File: config.mk
export PLATFORM = sky130hd
export DESIGN_NAME = srs_fifo
export DESIGN_NICKNAME = d
export VERILOG_FILES = /design/src/rtl/srs_fifo.sv
export SDC_FILE = /design/constraint.sdc
export NUM_CORES = 1
export LEC_CHECK = 0
export ABC_CLOCK_PERIOD_IN_PS = 1500
export BUFFER_PORTS_ARGS = -buffer_cell sky130_fd_sc_hd__buf_4
export CAP_MARGIN = 20
export CORE_AREA = 2 2 39 41
export DETAILED_ROUTE_END_ITERATION = 16
export DIE_AREA = 0 0 41 43
export GPL_TIMING_DRIVEN = 0
export HOLD_SLACK_MARGIN = 0.1
export MAX_ROUTING_LAYER = met4
export PLACE_DENSITY_LB_ADDON = 0.05
export SETUP_SLACK_MARGIN = 0.2
export SYNTH_ARGS = -nofsm -noshare
export SYNTH_HDL_FRONTEND = slang
export SYNTH_SLANG_ARGS = --single-unit
File: constraint.sdc
create_clock -name clk -period 1.5 [get_ports clk]
set_input_delay 0.15 -clock clk [delete_from_list [all_inputs] [get_ports clk]]
set_output_delay 0.15 -clock clk [all_outputs]
set_load 0.01 [all_outputs]
File: src/rtl/srs_fifo.sv
`timescale 1ns / 1ps
module srs_fifo #(
  parameter type ITEM_T = logic,
  parameter int  DEPTH  = 2
) (
  input  logic  clk,
  input  logic  rst,
  input  logic  wr_en,
  input  ITEM_T wr_item,
  output logic  full,
  input  logic  rd_en,
  output ITEM_T rd_item,
  output logic  empty
);
  localparam int AW = (DEPTH > 1) ? $clog2(DEPTH) : 1;
  localparam int CW = $clog2(DEPTH + 1);

  ITEM_T         mem [DEPTH];
  logic [AW-1:0] wr_ptr;
  logic [AW-1:0] rd_ptr;
  logic [CW-1:0] count;

  assign full    = (count == CW'(DEPTH));
  assign empty   = (count == '0);
  assign rd_item = mem[rd_ptr];

  always_ff @(posedge clk) begin
    if (wr_en) begin
      mem[wr_ptr] <= wr_item;
    end
  end

  always_ff @(posedge clk) begin
    if (rst) begin
      wr_ptr <= '0;
      rd_ptr <= '0;
      count  <= '0;
    end else begin
      if (wr_en) begin
        wr_ptr <= (wr_ptr == AW'(DEPTH - 1)) ? '0 : wr_ptr + 1'b1;
      end
      if (rd_en) begin
        rd_ptr <= (rd_ptr == AW'(DEPTH - 1)) ? '0 : rd_ptr + 1'b1;
      end
      case ({wr_en, rd_en})
        2'b10:   count <= count + 1'b1;
        2'b01:   count <= count - 1'b1;
        default: count <= count;
      endcase
    end
  end
endmodule

==> flow_metrics.tcl <==
set metrics [dict create \
    crit_arrival_ns 1.03 \
    drc 0 \
    finalCriticalPeriod_ns 1.18 \
    hold_violations 0 \
    area_growth_pct 43.0 \
    cts_tree "done" \
    slowest_delay_ns 0.33 \
    cp_slowest_cell "mux2_2" \
    grt_pass1_vias 168 \
    power_leakage_nw 0.168 \
    cts_root_buffer "clkbuf_4" \
    drt_iter0_drc 5 \
    n_antenna_cell 0 \
    power.share.clock_pct 35.0 \
    wl_um 451 \
    intPower_uw 368 \
    worst_ep_required_time_ns 1.35 \
    synth_warnings 0 \
    start_util_pct 20.0 \
    fmax_ghz 0.850 \
    wl_per_cell_um 8.35 \
    grt_pass1_wl_um 703 \
    htreeDepth 1 \
    swShare_pct 24.0 \
    maxCapViolCount 0 \
    slew_viol_final 0 \
    synth.largest_area_cell "dfxtp_1" \
    filler_cell_count 146 \
    clock_sinks 7 \
    synth_area_leaders "dfxtp_1, edfxtp_1, xnor2_1" \
    numCtsBuffers 3 \
    fin_crit_sh_pct 78.4 \
    vdd_drop_max_uv 320 \
    grt.total_usage_pct 7.05 \
    clock_latency_ns 0.25 \
    max_slew_margin_pct 87.9 \
    synth.avg_cell_area_um2 11.1 \
    cp_max_fo 1 \
    antenna_found_initial 0 \
    path_buf_inv 1 \
    clockBufferDepth 2 \
    syn_area_um2 277 \
    ant_nets 0 \
    critPathTopFamily "multiplexers" \
    whs_path_depth 3 \
    dr_total_vias 198 \
    p_comb_share_pct 18.0 \
    place_congestion 0.645 \
    vias_per_cell 3.67 \
    grt_max_degree 6 \
    crit_chain "mux2_2 -> buf_4" \
    hold-worst-slack_ns 0.154 \
    p_per_area_mw_per_mm2 1230 \
    drive_gt1_share_pct 31.6 \
    syn-num-nets 31 \
    setup_tns_ns 0 \
    clock_skew_ns 0.00276 \
    reg2reg_setup_slack_ns 0.51 \
    final_cell_mix "buf_4, nor2_1, dfxtp_1" \
    crit_path_end_kind "output pin" \
    io_buffers 7 \
    die_area_mm2 0.00176 \
    first_pass_iters 2 \
    setup_viol 0 \
    layout_commonest_cell "buf_4" \
    die_w_um 41 \
    row_count 14 \
    netlist_instances 25 \
    status "complete, no violations" \
    r2r_start "count[0]" \
    path_class "reg2out" \
    rr_endpoint "count[1]" \
    grt_overflow 0 \
    cp_num_cells 2 \
    utilization_pct 28.6 \
    ios 8 \
    coreArea_mm2 0.00138 \
    ys_seq_area_share_pct 57.9 \
    ys_types 13 \
    fp.dieH_um 43 \
    crit_path_start_kind "flop" \
    p_switching_uw 116 \
    synthDominantCellAreaShare_pct 36.2 \
    ctsResizeCount 0 \
    cts.clk_slew.worst_paths_ns 0.05 \
    p_seq_share_pct 46.9 \
    hp-class "in2reg" \
    ys_ff_latch 7 \
    r2r_cells 3 \
    worst_slew_pin_slew_ns 0.180 \
    endpoint "rd_item" \
    rsz0062_at_grt "false" \
    nNetsFinal 45 \
]
-- synthesized netlist by cell type --
master / instances
nor2_1: 6
edfxtp_1: 2
or3_1: 1
xor2_1: 1
dfxtp_1: 5
and2_1: 1
mux2_2: 1
a21oi_1: 1
ha_1: 1
o21ai_0: 1
inv_1: 1
and2b_2: 1
xnor2_1: 3
-- cell type report --
class	instances	area (µm²)	share of cell area, %
Clock buffer	4	26.3	6.65
Inverter	1	3.75	0.949
Multi-Input combinational cell	17	113	28.5
Sequential cell	7	160	40.5
Tap cell	16	20.0	5.06
Timing Repair Buffer	9	72.6	18.4
-- repair_timing --
action | CTS | global route
buffers inserted | 0 | 0
hold buffers | 2 | 0
endpoints found under the hold margin | 7 | 0
-- through the flow --
step | setup slack [ns] | cells | area [µm²] | power [mW]
detailed placement | 0.318 | 48 | 349 | 0.315
floorplan | 0.479 | 25 | 277 | 0.279
global route | 0.264 | 54 | 395 | 0.520
global placement | 0.332 | 48 | 349 | 0.314
finish | 0.324 | 54 | 395 | 0.485
CTS | 0.306 | 54 | 395 | 0.499
-- logic make-up (layout without fill, tap and decap cells) --
group | Yosys count | count (layout) | share of synthesized area [%]
fa+ha+maj | 1 | 1 | 4.52
flops | 7 | 7 | 57.9
buf+inv | 1 | 14 | 1.36
xor+xnor | 4 | 4 | 12.7
mux | 1 | 1 | 4.07
compound gates | 2 | 2 | 3.62
simple gates | 9 | 9 | 15.8
-- worst min path at each step --
stage,start,to
floorplan,rst,count[1]
global placement,wr_item,mem[1]
detailed placement,wr_item,mem[0]
CTS,wr_en,wr_ptr
global route,wr_en,wr_ptr
finish,wr_en,wr_ptr
-- power groups by stage --
stage	Clock, mW	Sequential (mW)	Combinational, mW
after floorplan	0	0.229	0.0498
after global placement	0	0.231	0.0828
after detailed placement	0	0.232	0.0837
after CTS	0.183	0.228	0.0884
after global routing	0.194	0.229	0.0970
final	0.170	0.227	0.0872
-- per-layer routing --
| metal | part of all wire, % | wire, µm | global-route usage (%) |
|---|---|---|---|
| met3 | 3.8 | 17 | 3.14 |
| met2 | 49 | 222 | 7.19 |
| met4 | 0 | 0 | 10.0 |
| met1 | 47 | 211 | 7.89 |
| met5 | 0 | 0 | - |
-- tightest hold or removal path, stage by stage --
cell,delay [ns]
buf_4,0.09
xnor2_1,0.06
nor2_1,0.07
No activity file was read; power rests on OpenSTA's default activity.
