<file path="src/rtl/srs_pkg.sv">
`timescale 1ns / 1ps
package srs_pkg;

  localparam logic signed [63:0] S64_MAX = 64'sh7FFF_FFFF_FFFF_FFFF;
  localparam logic signed [63:0] S64_MIN = 64'sh8000_0000_0000_0000;
  localparam logic [21:0] COUNT_MAX = 22'h3F_FFFF;

  localparam logic [2:0] REG_OFFSET_X    = 3'd0;
  localparam logic [2:0] REG_OFFSET_Y    = 3'd1;
  localparam logic [2:0] REG_OFFSET_Z    = 3'd2;
  localparam logic [2:0] REG_SPACING_X   = 3'd3;
  localparam logic [2:0] REG_SPACING_Y   = 3'd4;
  localparam logic [2:0] REG_SPACING_Z   = 3'd5;
  localparam logic [2:0] REG_RADIUS_SQ   = 3'd6;
  localparam logic [2:0] REG_CELL_VOLUME = 3'd7;

  localparam logic [1:0] ST_OK        = 2'd0;
  localparam logic [1:0] ST_ZERO_DENS = 2'd1;
  localparam logic [1:0] ST_SAT       = 2'd2;

  typedef struct packed {
    logic [6:0]         cell_x;
    logic [6:0]         cell_y;
    logic [6:0]         cell_z;
    logic signed [31:0] momentum_x;
    logic signed [31:0] momentum_y;
    logic signed [31:0] momentum_z;
    logic [30:0]        density;
    logic [30:0]        internal_energy;
    logic signed [31:0] potential;
    logic               last_cell;
  } in_t;

  typedef struct packed {
    logic signed [63:0] mass_sum;
    logic signed [63:0] kinetic_sum;
    logic signed [63:0] thermal_sum;
    logic signed [63:0] potential_sum;
    logic signed [63:0] total_sum;
    logic [21:0]        cells_inside;
    logic [1:0]         status;
  } out_t;

  // one classified cell handed from front to back
  typedef struct packed {
    logic signed [31:0] momentum_x;
    logic signed [31:0] momentum_y;
    logic signed [31:0] momentum_z;
    logic [30:0]        density;
    logic [30:0]        internal_energy;
    logic signed [31:0] potential;
    logic               last_cell;
    logic               in_sphere;
  } cell_t;

  typedef struct packed {
    logic signed [31:0] offset_x;
    logic signed [31:0] offset_y;
    logic signed [31:0] offset_z;
    logic [30:0]        spacing_x;
    logic [30:0]        spacing_y;
    logic [30:0]        spacing_z;
    logic [62:0]        radius_sq_limit;
  } geom_cfg_t;

  typedef enum logic [1:0] {F_IDLE, F_OFFS, F_SQ, F_PUSH} front_state_t;

  typedef enum logic [3:0] {
    B_IDLE, B_MUL, B_DIV, B_ACC, B_SCALE_HI, B_SCALE_LO, B_SCALE_FIX,
    B_TOT_A, B_TOT_B, B_OUT
  } back_state_t;

  // saturating signed add; bit 64 flags a clamp
  function automatic logic [64:0] sat_add(input logic signed [63:0] a,
                                          input logic signed [63:0] b);
    logic signed [63:0] s;
    logic               ovf;
    s   = a + b;
    ovf = (a[63] == b[63]) && (s[63] != a[63]);
    return {ovf, ovf ? (a[63] ? S64_MIN : S64_MAX) : s};
  endfunction

endpackage

</file>
<file path="src/rtl/srs_front.sv">
`timescale 1ns / 1ps
module srs_front import srs_pkg::*; #(
  parameter int MESH_SIDE = 128
) (
  input  logic      clk,
  input  logic      rst,
  input  logic      push,
  output logic      full,
  input  in_t       in_item,
  input  geom_cfg_t cfg,
  output logic      q_wr,
  output cell_t     q_item,
  input  logic      q_full
);
  localparam logic [10:0] SIDE = 11'(MESH_SIDE);

  front_state_t state, state_next;
  in_t          item;
  logic [1:0]   axis;
  logic [31:0]  e;
  logic         odd;
  logic         over;
  logic         in_range;
  logic [63:0]  sum;

  logic signed [31:0] off;
  logic [6:0]         idx;
  logic [30:0]        sp;
  logic [38:0]        span_prod;
  logic signed [41:0] d;
  logic [41:0]        mag;
  logic [63:0]        sq;
  logic [64:0]        sum65;
  logic               in_sphere;
  logic               keep;

  always_comb begin
    case (axis)
      2'd0:    begin off = cfg.offset_x; idx = item.cell_x; sp = cfg.spacing_x; end
      2'd1:    begin off = cfg.offset_y; idx = item.cell_y; sp = cfg.spacing_y; end
      default: begin off = cfg.offset_z; idx = item.cell_z; sp = cfg.spacing_z; end
    endcase
    span_prod = 39'({idx, 1'b1}) * 39'(sp);
    d   = $signed({{9{off[31]}}, off, 1'b0}) + $signed({3'b000, span_prod});
    mag = d[41] ? 42'(-d) : 42'(d);
    sq  = 64'(e) * 64'(e) + (odd ? 64'(e) : 64'd0);
    sum65 = {1'b0, sum} + {1'b0, sq};
  end

  assign in_sphere = in_range && !over && (sum <= {1'b0, cfg.radius_sq_limit});
  assign keep      = in_sphere || item.last_cell;

  // next state
  always_comb begin
    state_next = state;
    unique case (state)
      F_IDLE: if (push) state_next = F_OFFS;
      F_OFFS: state_next = F_SQ;
      F_SQ:   state_next = (axis == 2'd2) ? F_PUSH : F_OFFS;
      F_PUSH: if (!keep || !q_full) state_next = F_IDLE;
      default: state_next = F_IDLE;
    endcase
  end

  // outputs
  always_comb begin
    full = (state != F_IDLE);
    q_wr = (state == F_PUSH) && keep && !q_full;
    q_item.momentum_x      = item.momentum_x;
    q_item.momentum_y      = item.momentum_y;
    q_item.momentum_z      = item.momentum_z;
    q_item.density         = item.density;
    q_item.internal_energy = item.internal_energy;
    q_item.potential       = item.potential;
    q_item.last_cell       = item.last_cell;
    q_item.in_sphere       = in_sphere;
  end

  always_ff @(posedge clk) begin
    if (rst) begin
      state <= F_IDLE;
    end else begin
      state <= state_next;
    end
  end

  always_ff @(posedge clk) begin
    case (state)
      F_IDLE: begin
        if (push) begin
          item     <= in_item;
          axis     <= 2'd0;
          over     <= 1'b0;
          sum      <= '0;
          in_range <= ({4'b0, in_item.cell_x} < SIDE) && ({4'b0, in_item.cell_y} < SIDE)
                      && ({4'b0, in_item.cell_z} < SIDE);
        end
      end
      F_OFFS: begin
        e   <= mag[32:1];
        odd <= mag[0];
        if (mag[41:33] != '0) over <= 1'b1;
      end
      F_SQ: begin
        sum  <= sum65[63:0];
        if (sum65[64]) over <= 1'b1;
        axis <= axis + 2'd1;
      end
      default: begin
      end
    endcase
  end
endmodule

</file>
<file path="config.mk">
export PLATFORM = sky130hd
export DESIGN_NAME = srs_front
export DESIGN_NICKNAME = d
export VERILOG_FILES = /design/src/rtl/srs_pkg.sv /design/src/rtl/srs_front.sv
export SDC_FILE = /design/constraint.sdc
export NUM_CORES = 2
export LEC_CHECK = 0
export BUFFER_PORTS_ARGS = -buffer_cell sky130_fd_sc_hd__buf_2
export CAP_MARGIN = 15
export CORE_UTILIZATION = 55
export DETAILED_ROUTE_END_ITERATION = 8
export HOLD_SLACK_MARGIN = 0.08
export PLACE_DENSITY_LB_ADDON = 0.25
export SYNTH_ARGS = -nofsm -noshare
export SYNTH_HDL_FRONTEND = slang
export SYNTH_SLANG_ARGS = --single-unit
</file>
<file path="constraint.sdc">
create_clock -name clk -period 11.7 [get_ports clk]
set_input_delay 2.34 -clock clk [delete_from_list [all_inputs] [get_ports clk]]
set_output_delay 2.34 -clock clk [all_outputs]
set_load 0.02 [all_outputs]
</file>
==> metrics.txt <==
clk sink count=314; antenna-violating nets left=0; via count=43566; width of the chip=326 microns; RSZ-0062 raised after global routing=no; status=finished, final reports clean; initial antenna violation count=30; post-synthesis cell count=6078; total gr overflow=0; fmax=90.0 MHz; router iterations before antenna repair=6; Final GP Congestion=1.06; most area-hungry cell type in the Yosys netlist=sky130_fd_sc_hd__fa_1; category of the most critical setup path=flip-flop to flip-flop; critical path endpoint category=flip-flop; count of different cell masters after synthesis=85; fraction of final layout cells sized beyond drive strength 1=0.142; Buffers on Ports=661; row cnt=118; Finish-stage setup viols=0; Setup crit start kind=flip-flop; Critical Path AT=11.48 ns; register area share after synthesis=0.163; worst reg2reg endpoint=over; startpoint of the worst setup timing path=e[4]; Synth Net Count=8072; number of global-route vias before repair=45767; Post-Route Skew=0.0709 ns; post-synthesis instance area=57900 sq um; TritonCTS buffer count=42; starting density of the core=0.557; All-Layer GR Usage=0.349; Worst Tran Pin Value=1.22 ns; count of hold-fix buffers inserted at cts=0; area share of the leading cell type in the synthesized netlist=0.351; critical path data required time=12.06 ns; maximum root-to-sink buffer count=3; multi-input logic area=41200 sq um; Routed WL per cell=23.1 microns; Clk Latency, worst-skew pair=0.67 ns; warning count from the yosys run=0; class of the tightest hold or removal check=flip-flop to flip-flop; final net count=8538; reg-to-reg setup timing slack=0.59 ns; number of levels in the clock H-tree=2; dominant cells by area after synthesis=sky130_fd_sc_hd__fa_1, sky130_fd_sc_hd__edfxtp_1, sky130_fd_sc_hd__ha_1, sky130_fd_sc_hd__inv_1, sky130_fd_sc_hd__nand2_1; Ports=662; via density per instance=5.47; pin count of the biggest net entering global routing=187; number of DRC violations after detailed-routing iteration 0=3071; critical path's largest stage delay=0.63 ns; count of filler cells inserted in the layout=8993; height of the die=326 microns; cell depth of the worst min-delay path=2; Max-Cap Viols=0; most used flip-flop cell after synthesis=sky130_fd_sc_hd__edfxtp_1; largest fanout of any net on the critical path=21; Hold Path Origin=state[0]; storage element area=9410 sq um; number of cell instances on the worst register-to-register path=43; worst reg2reg startpoint=e[4]; Final Routed Wirelength=184 mm; Min-Delay Endpoint=state[1]; sum of negative setup slack=0 ns; Root Driver=sky130_fd_sc_hd__clkbuf_16; DRC viols=0; average instance area after synthesis=9.52 sq um; cell at the slowest stage of the critical path=sky130_fd_sc_hd__edfxtp_1; clock tree from TritonCTS=built; Area Overhead vs Synth=9.48%; count of flip-flops with a built-in enable after synthesis=312; final critical-path share of the clock period=0.950; count of final max-slew check failures=0; final hold viol count=0; dpl hpwl=159 mm; Slew headroom=0.186; share of synthesized flip-flops with an asynchronous set or reset=0; die area=107000 sq um; Min Clock Period, post-route=11.11 ns; clock input transition at the sequential cells of the worst setup and hold paths=0.08 ns; post-CTS setup buffer count=0; core region area=104000 sq um; number of synthesized register bits=314; first-pass GRT wire length=276 mm
[placed cells by master, fill, tap and decap left out, types with 73 or more instances in the layout]
cell type | netlist | layout
sky130_fd_sc_hd__nor2_1 | 320 | 319
sky130_fd_sc_hd__a21o_1 | 162 | 161
sky130_fd_sc_hd__buf_2 | 1 | 661
sky130_fd_sc_hd__a21oi_1 | 233 | 229
sky130_fd_sc_hd__and2_1 | 291 | 290
sky130_fd_sc_hd__buf_4 | 192 | 138
sky130_fd_sc_hd__nand2_1 | 497 | 497
sky130_fd_sc_hd__inv_1 | 1352 | 1352
sky130_fd_sc_hd__ha_1 | 510 | 506
sky130_fd_sc_hd__xor2_1 | 73 | 73
sky130_fd_sc_hd__xnor2_1 | 143 | 143
sky130_fd_sc_hd__o21ai_0 | 127 | 125
sky130_fd_sc_hd__edfxtp_1 | 312 | 312
sky130_fd_sc_hd__fa_1 | 1016 | 1016
[layer usage]
| layer | vias to the layer above | GRT usage | part of all wire |
|---|---|---|---|
| li1 | 19873 | - | - |
| met1 | 21576 | 0.438 | 0.39 |
| met2 | 1693 | 0.564 | 0.46 |
| met3 | 416 | 0.0605 | 0.069 |
| met4 | 8 | 0.219 | 0.074 |
| met5 | - | 0 | 0.00028 |
[Yosys cell counts, drive strengths merged (6+ instances only)]
cell type and number:
a21o 162, and3 20, a22o 41, nor3 39, or3 11, a41oi 9, buf 202, a21oi 236
edfxtp 312, ha 510, nor3b 7, a21boi 12, inv 1353, a31oi 26, xor2 73, a211oi 19
and4 7, o31a 6, nand4 46, nor4 12, xnor2 143, nand3 64, nand2 498, o211ai 15
and2 291, a221oi 10, o31ai 19, o21ai 130, o21a 22, o21bai 41, nor2b 34, clkbuf 180
a22oi 32, fa 1016, o41ai 7, or2 26, mux2i 7, nand2b 37, nor2 320
[worst max path at each step]
stage / to / slack (ns) / cells after the start
after floorplan: over / 1.09 / 35
after global placement: over / 0.39 / 34
after detailed placement: over / 0.30 / 38
after CTS: over / 0.64 / 43
after global routing: over / 0.004 / 42
final: over / 0.59 / 43
[cell families (layout without fill, tap and decap cells)]
kind of cell | after synthesis | after routing | synth area share
xor gates and xnor gates | 216 | 216 | 0.0327
muxes | 10 | 10 | 0.00179
DFF | 314 | 314 | 0.163
buffers and inverters | 1740 | 2239 | 0.125
adders and majority gates | 1526 | 1526 | 0.462
AOI/OAI and AO/OA | 842 | 842 | 0.0968
other | 0 | 10 | 0
and+or+nand+nor | 1430 | 1430 | 0.119
[sequential cells by signal, indices dropped and copies added (netlist names)]
| signal | count |
|---|---|
| axis | 2 |
| over | 1 |
| odd | 1 |
| sum | 64 |
| item | 21 |
| e | 32 |
| state | 2 |
| q_item | 191 |
[through the flow]
step	utilization	setup slack [ns]	hold WS [ns]	cells	area, sq um
after detailed placement	0.596	0.299	0.541	7880	61900
final	0.610	0.589	0.548	7967	63400
after global placement	0.596	0.394	0.536	7880	61900
after global routing	0.609	0.00368	0.583	7962	63300
after floorplan	-	1.09	0.501	6078	57900
after CTS	0.609	0.644	0.548	7957	63300
[worst max-delay path: cells and delay by family (launching register included)]
family                     cells  cell delay [ns]
adders and majority gates     10             4.48
xor gates and xnor gates       1             0.16
AOI/OAI and AO/OA             15             3.42
DFF                            1             0.63
and+or+nand+nor                7             0.99
buffers and inverters         10             1.11
[timing repair]
item | 4_1_cts | 5_1_grt
setup endpoints to repair | 0 | 2
gates resized for setup | 0 | 2
hold endpoints to repair | 0 | 0
[cell type report]
type,instances,share of cell area
Inverter,1358,0.0805
Sequential cell,314,0.149
Tap cell,1380,0.0273
Antenna cell,10,0.000395
Clock buffer,46,0.0168
Multi-Input combinational cell,4024,0.651
Timing Repair Buffer,804,0.0702
Clock inverter,31,0.00543
Power is not shown: default switching activity piles up to over one toggle a cycle in this logic, so the estimate is an artifact.
